===== config.mk =====
export PLATFORM = sky130hd
export DESIGN_NAME = unicycle_pose_integrator_core
export DESIGN_NICKNAME = d
export VERILOG_FILES = /design/src/upi_pkg.sv /design/src/upi_cordic.sv /design/src/upi_serial_mul.sv /design/src/unicycle_pose_integrator_core.sv
export SDC_FILE = /design/constraint.sdc
export NUM_CORES = 2
export LEC_CHECK = 0
export ABC_AREA = 1
export BUFFER_PORTS_ARGS = -buffer_cell sky130_fd_sc_hd__buf_4
export CORE_UTILIZATION = 30
export CTS_CLUSTER_DIAMETER = 60
export DETAILED_ROUTE_END_ITERATION = 10
export PLACE_DENSITY = 0.44
export SLEW_MARGIN = 20
export SYNTH_ARGS = -nofsm -noshare
export SYNTH_HDL_FRONTEND = slang
export SYNTH_HIERARCHICAL = 1
export SYNTH_SLANG_ARGS = --single-unit

===== constraint.sdc =====
create_clock -name clk -period 15.9 [get_ports clk]
set_clock_uncertainty 0.15 [all_clocks]
set_input_delay 0.795 -clock clk [delete_from_list [all_inputs] [get_ports clk]]
set_output_delay 0.795 -clock clk [all_outputs]
set_load 0.005 [all_outputs]

===== src/upi_pkg.sv =====
// Package for the unicycle pose integrator: widths, CORDIC atan table and
// shared constants. No dependencies.
package upi_pkg;

	localparam int AtanLen = 24;
	localparam logic signed [33:0] CordicGain = 34'sd652032874;
	localparam logic [30:0] InvPiQ32 = 31'd1367130551;

	localparam logic [2:0] RegMaxSpeed = 3'd0;
	localparam logic [2:0] RegMaxTurn  = 3'd1;
	localparam logic [2:0] RegTimeStep = 3'd2;
	localparam logic [2:0] RegStartX   = 3'd3;
	localparam logic [2:0] RegStartY   = 3'd4;
	localparam logic [2:0] RegStartHd  = 3'd5;

	function automatic logic [29:0] atan_entry(input logic [4:0] i);
		logic [29:0] r;
		unique case (i)
			5'd0: r = 30'd536870912;
			5'd1: r = 30'd316933406;
			5'd2: r = 30'd167458907;
			5'd3: r = 30'd85004756;
			5'd4: r = 30'd42667331;
			5'd5: r = 30'd21354465;
			5'd6: r = 30'd10679838;
			5'd7: r = 30'd5340245;
			5'd8: r = 30'd2670163;
			5'd9: r = 30'd1335087;
			5'd10: r = 30'd667544;
			5'd11: r = 30'd333772;
			5'd12: r = 30'd166886;
			5'd13: r = 30'd83443;
			5'd14: r = 30'd41722;
			5'd15: r = 30'd20861;
			5'd16: r = 30'd10430;
			5'd17: r = 30'd5215;
			5'd18: r = 30'd2608;
			5'd19: r = 30'd1304;
			5'd20: r = 30'd652;
			5'd21: r = 30'd326;
			5'd22: r = 30'd163;
			5'd23: r = 30'd81;
			default: r = 30'd0;
		endcase
		return r;
	endfunction

endpackage


===== src/upi_cordic.sv =====
// Iterative CORDIC sine/cosine, one rotation per cycle.
// Depends on upi_pkg for the atan table and gain.
module upi_cordic #(
	parameter int Steps = 16
) (
	input  logic                clk,
	input  logic                arst_n,
	input  logic                start,
	input  logic [15:0]         angle,
	output logic                done,
	output logic signed [33:0]  cos_out,
	output logic signed [33:0]  sin_out
);
	localparam int N = (Steps < upi_pkg::AtanLen) ? Steps : upi_pkg::AtanLen;

	logic signed [33:0] x_q, y_q;
	logic signed [32:0] z_q;
	logic [4:0] i_q;
	logic busy_q, flip_q;
	logic [31:0] z32;
	logic signed [33:0] xs, ys;
	logic signed [32:0] at;

	assign z32 = {angle, 16'd0};
	assign xs = x_q >>> i_q;
	assign ys = y_q >>> i_q;
	assign at = {3'd0, upi_pkg::atan_entry(i_q)};

	always_ff @(posedge clk or negedge arst_n) begin
		if (!arst_n) begin
			busy_q <= 1'b0;
			done <= 1'b0;
			i_q <= '0;
		end else begin
			done <= 1'b0;
			if (start) begin
				busy_q <= 1'b1;
				i_q <= '0;
			end else if (busy_q) begin
				if (i_q == 5'(N - 1)) begin
					busy_q <= 1'b0;
					done <= 1'b1;
				end
				i_q <= i_q + 5'd1;
			end
		end
	end

	always_ff @(posedge clk) begin
		if (start) begin
			flip_q <= z32[31] ^ z32[30];
			x_q <= upi_pkg::CordicGain;
			y_q <= '0;
			z_q <= $signed({z32[31] ^ (z32[31] ^ z32[30]), z32[31] ^ (z32[31] ^ z32[30]),
				z32[30:0]});
		end else if (busy_q) begin
			if (!z_q[32]) begin
				x_q <= x_q - ys;
				y_q <= y_q + xs;
				z_q <= z_q - at;
			end else begin
				x_q <= x_q + ys;
				y_q <= y_q - xs;
				z_q <= z_q + at;
			end
		end
	end

	assign cos_out = flip_q ? -x_q : x_q;
	assign sin_out = flip_q ? -y_q : y_q;
endmodule


===== src/upi_serial_mul.sv =====
// Bit-serial signed multiplier: one multiplier bit per cycle, shift and add.
// Self-contained; no package use.
module upi_serial_mul #(
	parameter int AW = 34,
	parameter int BW = 32
) (
	input  logic                     clk,
	input  logic                     arst_n,
	input  logic                     start,
	input  logic signed [AW-1:0]     a,
	input  logic signed [BW-1:0]     b,
	output logic                     done,
	output logic signed [AW+BW-1:0]  prod
);
	localparam int CW = $clog2(BW + 1);
	logic signed [AW+BW-1:0] acc_q, a_q;
	logic [BW-1:0] b_q;
	logic [CW-1:0] cnt_q;
	logic busy_q;

	always_ff @(posedge clk or negedge arst_n) begin
		if (!arst_n) begin
			busy_q <= 1'b0;
			done <= 1'b0;
			cnt_q <= '0;
		end else begin
			done <= 1'b0;
			if (start) begin
				busy_q <= 1'b1;
				cnt_q <= '0;
			end else if (busy_q) begin
				cnt_q <= cnt_q + 1'b1;
				if (cnt_q == CW'(BW - 1)) begin
					busy_q <= 1'b0;
					done <= 1'b1;
				end
			end
		end
	end

	always_ff @(posedge clk) begin
		if (start) begin
			acc_q <= '0;
			a_q <= (AW+BW)'(a);
			b_q <= b;
		end else if (busy_q) begin
			// Top bit of a two's complement multiplier has negative weight.
			if (b_q[0])
				acc_q <= (cnt_q == CW'(BW - 1)) ? acc_q - a_q : acc_q + a_q;
			a_q <= a_q <<< 1;
			b_q <= b_q >> 1;
		end
	end

	assign prod = acc_q;
endmodule


===== src/unicycle_pose_integrator_core.sv =====
// Top level of the unicycle pose integrator: register file, sequencer,
// CORDIC and a shared bit-serial multiplier. Depends on upi_pkg, upi_cordic
// and upi_serial_mul.
//
// Usage: write the six configuration registers through cfg_we/cfg_index/
// cfg_data while idle. Each s_tdata transaction is one tick; tuser carries
// func (1 loads the start pose, 0 integrates). Each tick yields exactly one
// m_tdata transaction with the new pose, world velocity and turn rate.
// s_tdata packs cmd_speed, cmd_turn, noise_speed, noise_turn from bit 0.
// m_tdata packs pos_x, pos_y, heading, vel_x, vel_y, turn_rate from bit 0.
// Sequence: a load tick outputs the start pose with zero velocity and turn
// rate, valid in the cycle after acceptance. An integrate tick runs the
// CORDIC (min(CORDIC_STEPS,24) rotations) and then six serial multiplies on
// the shared multiplier, one after another (v*cos, v*sin, vx*dt, vy*dt, w*dt,
// then that product times 2^32/pi); most of its time goes to the multiplies.
// The next tick is accepted once the result has been taken. One tick is
// worked at a time. While the receiver stalls the block holds its output
// register and accepts no new tick. Reset clears the pose and loads register
// reset values.
module unicycle_pose_integrator_core #(
	parameter int CORDIC_STEPS = 16
) (
	input  logic         clk,
	input  logic         arst_n,
	input  logic         cfg_we,
	input  logic [2:0]   cfg_index,
	input  logic [31:0]  cfg_data,
	input  logic         s_tvalid,
	output logic         s_tready,
	input  logic [63:0]  s_tdata,  // cmd_speed, cmd_turn, noise_speed, noise_turn
	input  logic         s_tuser,  // func
	output logic         m_tvalid,
	input  logic         m_tready,
	output logic [127:0] m_tdata   // pos_x, pos_y, heading, vel_x, vel_y, turn_rate
);
	typedef enum logic [8:0] {
		ST_IDLE = 9'b000000001,
		ST_COR  = 9'b000000010,
		ST_MVX  = 9'b000000100,
		ST_MVY  = 9'b000001000,
		ST_MPX  = 9'b000010000,
		ST_MPY  = 9'b000100000,
		ST_MW1  = 9'b001000000,
		ST_MW2  = 9'b010000000,
		ST_OUT  = 9'b100000000
	} state_t;

	state_t state_q;
	logic [14:0] max_speed_q, max_turn_q;
	logic [15:0] time_step_q, start_hd_q, hd_q;
	logic [31:0] start_x_q, start_y_q, x_q, y_q;
	logic signed [15:0] v_q, w_q, vx_q, vy_q;
	logic [127:0] out_q;

	// Clamp and add noise.
	function automatic logic signed [15:0] lim_add(input logic signed [15:0] c,
			input logic [14:0] l, input logic signed [15:0] n);
		logic signed [17:0] cl, s;
		cl = 18'(c);
		if (cl > $signed({3'd0, l})) cl = $signed({3'd0, l});
		if (cl < -$signed({3'd0, l})) cl = -$signed({3'd0, l});
		s = cl + 18'(n);
		if (s > 18'sd32767) s = 18'sd32767;
		if (s < -18'sd32768) s = -18'sd32768;
		return s[15:0];
	endfunction

	function automatic logic signed [15:0] sat16(input logic signed [65:0] p);
		logic signed [35:0] r;
		r = 36'((p + 66'sd536870912) >>> 30);
		if (r > 36'sd32767) return 16'sh7fff;
		if (r < -36'sd32768) return 16'sh8000;
		return r[15:0];
	endfunction

	function automatic logic [31:0] pos_add(input logic [31:0] p,
			input logic signed [65:0] m);
		logic signed [33:0] s;
		s = 34'($signed(p)) + 34'((m + 66'sd2048) >>> 12);
		if (s > 34'sd2147483647) return 32'h7fffffff;
		if (s < -34'sd2147483648) return 32'h80000000;
		return s[31:0];
	endfunction

	logic cor_start, cor_done;
	logic signed [33:0] cos_v, sin_v;
	logic mul_start, mul_done;
	logic signed [33:0] mul_a;
	logic signed [31:0] mul_b;
	logic signed [65:0] prod;
	logic [15:0] hd_next;

	upi_cordic #(.Steps(CORDIC_STEPS)) u_cordic (
		.clk, .arst_n, .start(cor_start), .angle(hd_q),
		.done(cor_done), .cos_out(cos_v), .sin_out(sin_v));

	upi_serial_mul #(.AW(34), .BW(32)) u_mul (
		.clk, .arst_n, .start(mul_start), .a(mul_a), .b(mul_b),
		.done(mul_done), .prod(prod));

	assign s_tready = (state_q == ST_IDLE);
	assign m_tvalid = (state_q == ST_OUT);
	assign m_tdata = out_q;

	// Heading step: rounded product shifted down to the 16-bit binary angle.
	assign hd_next = hd_q + 16'((prod + 66'sd17592186044416) >>> 45);

	logic s_acc;
	assign s_acc = s_tvalid && s_tready;
	assign cor_start = s_acc && !s_tuser;

	always_comb begin
		mul_a = 34'(v_q);
		mul_b = 32'(cos_v);
		mul_start = 1'b0;
		unique case (state_q)
			ST_COR: begin mul_start = cor_done; mul_a = cos_v; mul_b = 32'(v_q); end
			ST_MVX: begin mul_start = mul_done; mul_a = sin_v; mul_b = 32'(v_q); end
			ST_MVY: begin mul_start = mul_done; mul_a = 34'({1'b0, time_step_q});
				mul_b = 32'(vx_q); end
			ST_MPX: begin mul_start = mul_done; mul_a = 34'({1'b0, time_step_q});
				mul_b = 32'(vy_q); end
			ST_MPY: begin mul_start = mul_done; mul_a = 34'({1'b0, time_step_q});
				mul_b = 32'(w_q); end
			ST_MW1: begin mul_start = mul_done; mul_a = 34'({1'b0, upi_pkg::InvPiQ32});
				mul_b = 32'(prod); end
			default: ;
		endcase
	end

	always_ff @(posedge clk or negedge arst_n) begin
		if (!arst_n) begin
			state_q <= ST_IDLE;
			max_speed_q <= 15'd6144;
			max_turn_q <= 15'd9830;
			time_step_q <= 16'd655;
			start_x_q <= '0;
			start_y_q <= '0;
			start_hd_q <= '0;
			x_q <= '0;
			y_q <= '0;
			hd_q <= '0;
			v_q <= '0;
			w_q <= '0;
			vx_q <= '0;
			vy_q <= '0;
			out_q <= '0;
		end else begin
			if (cfg_we) begin
				unique case (cfg_index)
					upi_pkg::RegMaxSpeed: max_speed_q <= cfg_data[14:0];
					upi_pkg::RegMaxTurn:  max_turn_q <= cfg_data[14:0];
					upi_pkg::RegTimeStep: time_step_q <= cfg_data[15:0];
					upi_pkg::RegStartX:   start_x_q <= cfg_data;
					upi_pkg::RegStartY:   start_y_q <= cfg_data;
					upi_pkg::RegStartHd:  start_hd_q <= cfg_data[15:0];
					default: ;
				endcase
			end
			unique case (state_q)
				ST_IDLE: if (s_acc) begin
					if (s_tuser) begin
						x_q <= start_x_q;
						y_q <= start_y_q;
						hd_q <= start_hd_q;
						out_q <= {48'd0, start_hd_q, start_y_q, start_x_q};
						state_q <= ST_OUT;
					end else begin
						v_q <= lim_add(s_tdata[15:0], max_speed_q, s_tdata[47:32]);
						w_q <= lim_add(s_tdata[31:16], max_turn_q, s_tdata[63:48]);
						state_q <= ST_COR;
					end
				end
				ST_COR: if (cor_done) state_q <= ST_MVX;
				ST_MVX: if (mul_done) begin vx_q <= sat16(prod); state_q <= ST_MVY; end
				ST_MVY: if (mul_done) begin vy_q <= sat16(prod); state_q <= ST_MPX; end
				ST_MPX: if (mul_done) begin x_q <= pos_add(x_q, prod); state_q <= ST_MPY; end
				ST_MPY: if (mul_done) begin y_q <= pos_add(y_q, prod); state_q <= ST_MW1; end
				ST_MW1: if (mul_done) state_q <= ST_MW2;
				ST_MW2: if (mul_done) begin
					hd_q <= hd_next;
					out_q <= {w_q, vy_q, vx_q, hd_next, y_q, x_q};
					state_q <= ST_OUT;
				end
				ST_OUT: if (m_tready) state_q <= ST_IDLE;
				default: state_q <= ST_IDLE;
			endcase
		end
	end
endmodule

* Word-level counts from Yosys, hierarchy flattened *
Memories as Yosys holds them, arrays and structs flattened.
Cells that the tools add are included.

operators by class
  $add $sub $neg = 22
  order comparisons = 14
  equality and inequality tests = 26
  shift operators = 2
  multiplexer cells = 123
  bitwise operators = 3
  reductions and logical operators = 26

operator list
  kind                                                                               number
  32-bit 2-to-1 mux                                                                  16
  18-bit 2-to-1 mux                                                                  24
  128-bit 2-to-1 mux                                                                 3
  128-bit case mux with 2 select lines                                               1
  66-bit 2-to-1 mux                                                                  3
  16-bit 2-to-1 mux                                                                  11
  32-bit case mux with 5 select lines                                                1
  34-bit 2-to-1 mux                                                                  4
  34-bit case mux with 4 select lines                                                1
  32-bit case mux with 2 select lines                                                2
  33-bit 2-to-1 mux                                                                  3
  9-bit 2-to-1 mux                                                                   10
  9-bit case mux with 9 select lines                                                 1
  32-bit by 34-bit adder with 34-bit output                                          2
  34-bit adder                                                                       2
  34-bit by 32-bit greater-than comparator with 1-bit output, second input constant  2
  34-bit by 32-bit less-than comparator with 1-bit output, second input constant     2
  34-bit negator                                                                     2
  34-bit by 5-bit >>> shifter with 34-bit output                                     2
  34-bit subtractor                                                                  2
  66-bit by 31-bit adder with 66-bit output, second input constant                   1
  66-bit adder                                                                       1
  66-bit subtractor                                                                  1
  61-bit by 46-bit adder with 61-bit output, second input constant                   1
  other kinds (47)                                                                   118

storage, ports and cells
  register bits = 688
  bits in read-only memories = 960
  input bits = 105
  output and inout bits = 130
  logic and storage cells = 246
  memories kept = 1

memory list
  name              words  bits a word  rd ports  clocked after Yosys merged registers in  write ports  line           source
  (name not given)  32     30           1         0                                        0            upi_pkg.sv:18  unique case (i)

* Depth between registers and ports, before layout *
  depth after elaboration = 18
  depth in mapped cells = 51
  gate-level depth less buffers = 49

* Hierarchy *
The synthesis kept the hierarchy.

modules (own cells, without submodules)
  module                         instances  cells each  area an instance (µm²)  sequential area each (µm²)
  unicycle_pose_integrator_core  1          4045        28436.0                 9804.4
  upi_cordic                     1          2859        16728.5                 2397.3
  upi_serial_mul                 1          2348        14590.2                 4464.3

* Least setup slack after synthesis *
Ideal clock, no wire load.

  path type = input to register
  from = in s_tdata[5]
  to = reg v_q[10]
  arrival = 6083 ps
  data required time = 15634 ps
  path slack = 9551 ps
  stages = 41
  cell sequence = ha_1 -> a21o_1 -> a21oi_1 -> nand2_1 -> nand2_1 -> nand2_1 -> nand2_1 -> buf_4 -> clkbuf_1 -> nand2_1 -> o21ai_0 -> ha_1 -> a21oi_1 -> nor2_1 -> a211oi_1 -> o221ai_1 -> a41oi_1 -> nand2_1 -> [5 not listed] -> nand2_1 -> nand2_1 -> nand2_1 -> a21oi_1 -> o21bai_1 -> nand2_1 -> nand2_1 -> a21oi_1 -> o21ai_0 -> a21oi_1 -> nand2_1 -> nand2_1 -> nand2_1 -> nand2_1 -> buf_4 -> nand2_1 -> nand2_1 -> nand2_1

on the way
  cells in the longest elaborated chain, start to end = 18

ends and longest elaborated chain
  item                                                        line                                  source
  start, declared                                             unicycle_pose_integrator_core.sv:30   input logic [63:0] s_tdata,
  16-bit greater-than comparator                              unicycle_pose_integrator_core.sv:60   if (cl > $signed({3'd0, l})) cl = $signed({3'd0, l});
  18-bit 2-to-1 mux *                                         unicycle_pose_integrator_core.sv:60
  18-bit 2-to-1 mux *                                         unicycle_pose_integrator_core.sv:162  if (s_tuser) begin
  18-bit 2-to-1 mux *                                         unicycle_pose_integrator_core.sv:161  ST_IDLE: if (s_acc) begin
  18-bit 2-to-1 mux *                                         unicycle_pose_integrator_core.sv:160  unique case (state_q)
  18-bit less-than comparator                                 unicycle_pose_integrator_core.sv:61   if (cl < -$signed({3'd0, l})) cl = -$signed({3'd0, l});
  18-bit 2-to-1 mux *                                         unicycle_pose_integrator_core.sv:61
  18-bit 2-to-1 mux *                                         unicycle_pose_integrator_core.sv:162
  [2 not listed]                                              --
  18-bit by 16-bit adder with 18-bit output *                 unicycle_pose_integrator_core.sv:62   s = cl + 18'(n);
  18-bit by 16-bit greater-than comparator with 1-bit output  unicycle_pose_integrator_core.sv:63   if (s > 18'sd32767) s = 18'sd32767;
  18-bit 2-to-1 mux *                                         unicycle_pose_integrator_core.sv:63
  18-bit 2-to-1 mux *                                         unicycle_pose_integrator_core.sv:162
  18-bit 2-to-1 mux *                                         unicycle_pose_integrator_core.sv:161
  18-bit 2-to-1 mux *                                         unicycle_pose_integrator_core.sv:160
  18-bit by 16-bit less-than comparator with 1-bit output     unicycle_pose_integrator_core.sv:64   if (s < -18'sd32768) s = -18'sd32768;
  16-bit 2-to-1 mux *                                         unicycle_pose_integrator_core.sv:64
  end signal, assigned                                        unicycle_pose_integrator_core.sv:169  v_q <= lim_add(s_tdata[15:0], max_speed_q, s_tdata[47:32]);
  end, declared                                               unicycle_pose_integrator_core.sv:52   logic signed [15:0] v_q, w_q, vx_q, vy_q;

Every way passes the cells marked *; elsewhere a longest branch is shown, timed or not. The select of a mux whose other input is x is not followed.
A chain may end at the register's enable or synchronous reset.

* Worst setup path after layout *
  from = reg max_turn_q[2]
  to = reg w_q[11]

on the way
  cells in the longest elaborated chain, start to end = 18

ends and longest elaborated chain
  item                                                        line                                  source
  start, declared                                             unicycle_pose_integrator_core.sv:49   logic [14:0] max_speed_q, max_turn_q;
  start signal, assigned                                      unicycle_pose_integrator_core.sv:152  upi_pkg::RegMaxTurn: max_turn_q <= cfg_data[14:0];
  16-bit greater-than comparator                              unicycle_pose_integrator_core.sv:60
  18-bit 2-to-1 mux                                           unicycle_pose_integrator_core.sv:60
  18-bit 2-to-1 mux                                           unicycle_pose_integrator_core.sv:162
  18-bit 2-to-1 mux                                           unicycle_pose_integrator_core.sv:161
  18-bit 2-to-1 mux                                           unicycle_pose_integrator_core.sv:160
  18-bit less-than comparator                                 unicycle_pose_integrator_core.sv:61
  18-bit 2-to-1 mux *                                         unicycle_pose_integrator_core.sv:61
  18-bit 2-to-1 mux *                                         unicycle_pose_integrator_core.sv:162
  [2 not listed]                                              --
  18-bit by 16-bit adder with 18-bit output *                 unicycle_pose_integrator_core.sv:62
  18-bit by 16-bit greater-than comparator with 1-bit output  unicycle_pose_integrator_core.sv:63
  18-bit 2-to-1 mux *                                         unicycle_pose_integrator_core.sv:63
  18-bit 2-to-1 mux *                                         unicycle_pose_integrator_core.sv:162
  18-bit 2-to-1 mux *                                         unicycle_pose_integrator_core.sv:161
  18-bit 2-to-1 mux *                                         unicycle_pose_integrator_core.sv:160
  18-bit by 16-bit less-than comparator with 1-bit output     unicycle_pose_integrator_core.sv:64
  16-bit 2-to-1 mux *                                         unicycle_pose_integrator_core.sv:64
  end signal, assigned                                        unicycle_pose_integrator_core.sv:170  w_q <= lim_add(s_tdata[31:16], max_turn_q, s_tdata[63:48]);
  end, declared                                               unicycle_pose_integrator_core.sv:52

Marks and branches as above.

==> impl_results.md <==
- Top-count cell post-synth: nand2_1
- Setup TNS: 0 ns
- Fin cells: 12,070
- Final period util: 50.1%
- Fin area: 67,700 sq um
- Post-DRT Antenna Nets: 0
- Max-slew violation count: 0
- Arrival time of the worst setup path: 8.51 ns
- Skew-Pair Late Insertion Delay: 0.80 ns
- Maximum root-to-sink buffer count: 3
- CP bufs+invs: 3
- Clock transition at the registers of the reported paths: 0.06 ns
- Sw Pwr: 10.4 mW
- Register area share after synthesis: 27.9%
- First-pass iteration count of the detailed router: 5
- PD cells: 275 nW/um^2
- Final setup vio count: 0
- Setup crit end: w_q[11]
- Row count: 163
- Gr ovfl total: 0
- Critical path fanouts, max: 30
- Crit. End Element: flop
- Via total after detailed routing: 60,840
- Top delay family on crit path: compound AO/OA/AOI/OAI gates
- Status: completed
- Async SR Flop Fraction: 60.4%
- # IOs: 235
- Cell area after synthesis: 59,800 sq um
- CTS sink count: 672
- Max-cap violations: 0
- Crit. path cell count: 39
- Netlist cell types: 78
- Post-synth top area share: 18.2%
- Fin crit period: 7.97 ns
- Synth top cells by count: 2,904 x nand2_1, 1,092 x inv_1, 756 x nor2_1, 734 x o21ai_0, 622 x nand3_1
- Nets: 9,806
- Reg2Reg Depth: 39
- Fmax achieved: 125 MHz
- Die span in x: 448 microns
- Mapped Cells: 9,252
- Vias in the first global route: 59,079
- RSZ-0062 raised after global routing: false
- FF+latch count, synth: 672
- Iter 0 DRT Violations: 4,157
- Relative slew slack: 29.9%
- Worst vdd ir: 0.000288 V
- Critical Path RT: 16.44 ns
- Synthesis-to-layout area growth: 13.3%
- Gate power share: 68.9%
- H-tree depth: 3
- Reg2reg end: w_q[11]
- Total core area: 198,000 sq um
- Drc violations: 0
- Syn_area_per_cell: 6.46 sq um
- Total length of routed wires: 256,000 microns
- Ys Warns: 6
- Sw Share: 55.7%
- Worst Path Class, Setup: flop to flop
- Die ar.: 201,000 sq um
- Critical path origin: max_turn_q[2]
- Routed len/inst: 21.2 microns
- Ranking of synthesized cells by area: nand2_1 18%, dfrtp_1 16%, ha_1 7.6%
- Crit start category: flop
- Utilization after layout: 34.3%
- Syn_nets: 9,727
- Internal Power: 8.26 mW
- Clock root buffer master: clkbuf_16
- Placed wire-length estimate: 203,000 microns
- Slowest Stage Delay on Critical Path: 0.63 ns
- Most frequent CP cell: nand2_1
- Layout cells sized above 1: 7.12%
- Die extent in y: 448 microns
- Min-Delay Path Depth: 3
- EDFF count, synth: 116
- Tightest Hold Check Type: primary input to flop
- Least-Margin Pin Slew: 1.05 ns
- CTS buffer count: 108
- Initial antenna violation count: 17
- R2R setup slack: 7.93 ns
- Seq pwr share: 17.9%
- Synth Flop Type: dfrtp_1
- R2R Path Start: max_turn_q[2]
- Slowest cell on the critical path: nand2_1
- Lkg Pwr: 33.7 nW
- Most area-hungry cell type in the Yosys netlist: nand2_1
- TritonCTS clock tree: built
- First-pass GRT wire length: 380,000 microns
- Largest net degree at the start of global routing: 135
- Placed instance area: 63,900 sq um
- Post-CTS sizing: 0
- GP Congestion: 0.928
- DP Cell Count: 11,858
- GRT Overall Usage: 25.0%
- I/O Buffers: 234
- Initial Util: 30.2%
- Clock share of power: 13.2%
- Final hold vios: 0
- Drt via density: 5.04
metal layers:
| layer | global-route usage, % | up-vias | part of all wire (%) |
|---|---|---|---|
| li1 | - | 30394 | - |
| met1 | 32.1 | 28815 | 44 |
| met2 | 43.4 | 1295 | 48 |
| met3 | 2.68 | 336 | 4.0 |
| met4 | 8.34 | 0 | 3.6 |
| met5 | 0 | - | 0 |
how the worst min path moves through the flow:
stage	startpoint	endpoint
after global routing	cfg_data[17]	start_y_q[17]
final	cfg_data[17]	start_x_q[17]
after detailed placement	u_cordic/z_q[5]	u_cordic/z_q[5]
after CTS	s_tvalid	state_q[0]
after global placement	u_cordic/z_q[3]	u_cordic/z_q[3]
after floorplan	u_cordic/z_q[10]	u_cordic/z_q[10]
state kept, by name (all words and copies together) (netlist names), 15 cells and up:
name          cells
hd_q             15
vx_q             16
v_q              16
start_y_q        32
max_speed_q      15
u_cordic/x_q     34
u_mul/prod       66
m_tdata         113
u_cordic/y_q     34
time_step_q      16
start_x_q        32
max_turn_q       15
u_mul/b_q        32
u_mul/a_q        66
start_hd_q       16
y_q              32
vy_q             16
u_cordic/z_q     33
w_q              16
x_q              32
cells by family after synthesis:
kind of cell / share of synthesized area (%)
AOI/OAI and AO/OA: 15.2
xor gates and xnor gates: 7.02
adders and majority gates: 7.86
buffers and inverters: 9.58
DFF: 27.9
muxes: 0.105
and+or+nand+nor: 32.4
what timing repair did:
item                                   CTS  global route
endpoints found under the hold margin   78             0
setup buffers                            0             0
hold buffers                             1             0
layout by cell type (no fill, tap or decap), drive strengths merged, types with 139 or more instances in the layout:
| cell | n |
|---|---|
| clkbuf | 139 |
| inv | 1130 |
| xor2 | 366 |
| nand2 | 2933 |
| nand3 | 632 |
| dfxtp | 150 |
| nor2 | 792 |
| a21oi | 517 |
| ha | 361 |
| o21ai | 764 |
| buf | 295 |
| dfrtp | 390 |
power groups by stage:
stage	sequential (mW)	clock, mW	combinational (mW)
detailed placement	3.36	0	12.8
global placement	3.35	0	12.8
CTS	3.33	2.53	12.8
finish	3.34	2.46	12.8
floorplan	2.87	0	9.42
global route	3.40	2.59	14.5
layout make-up:
type | instances | area [sq um]
diodes | 5 | 12.5
flip-flops and latches | 672 | 16700
clock buffers | 139 | 2980
well taps | 2640 | 3300
fillers | 21821 | 130000
inverters | 1117 | 4200
clock inverters | 65 | 751
multi-input cells | 7136 | 37500
repair buffers | 296 | 2290
tightest hold or removal path: cells and delay by family:
kind / cells / cell delay [ns]
AO/OA/AOI/OAI: 1 / 0.16
buffers and inverters: 2 / 0.15
through the flow:
stage | power [mW] | worst slack, ns | hold WS (ns)
2_1_floorplan | 12.3 | 9.55 | 0.285
4_1_cts | 18.7 | 7.90 | 0.132
5_1_grt | 20.5 | 6.97 | 0.163
6_report | 18.6 | 7.93 | 0.203
3_5_place_dp | 16.1 | 7.61 | 0.310
3_3_place_gp | 16.1 | 7.73 | 0.298
(Power assumes the default switching activity.)
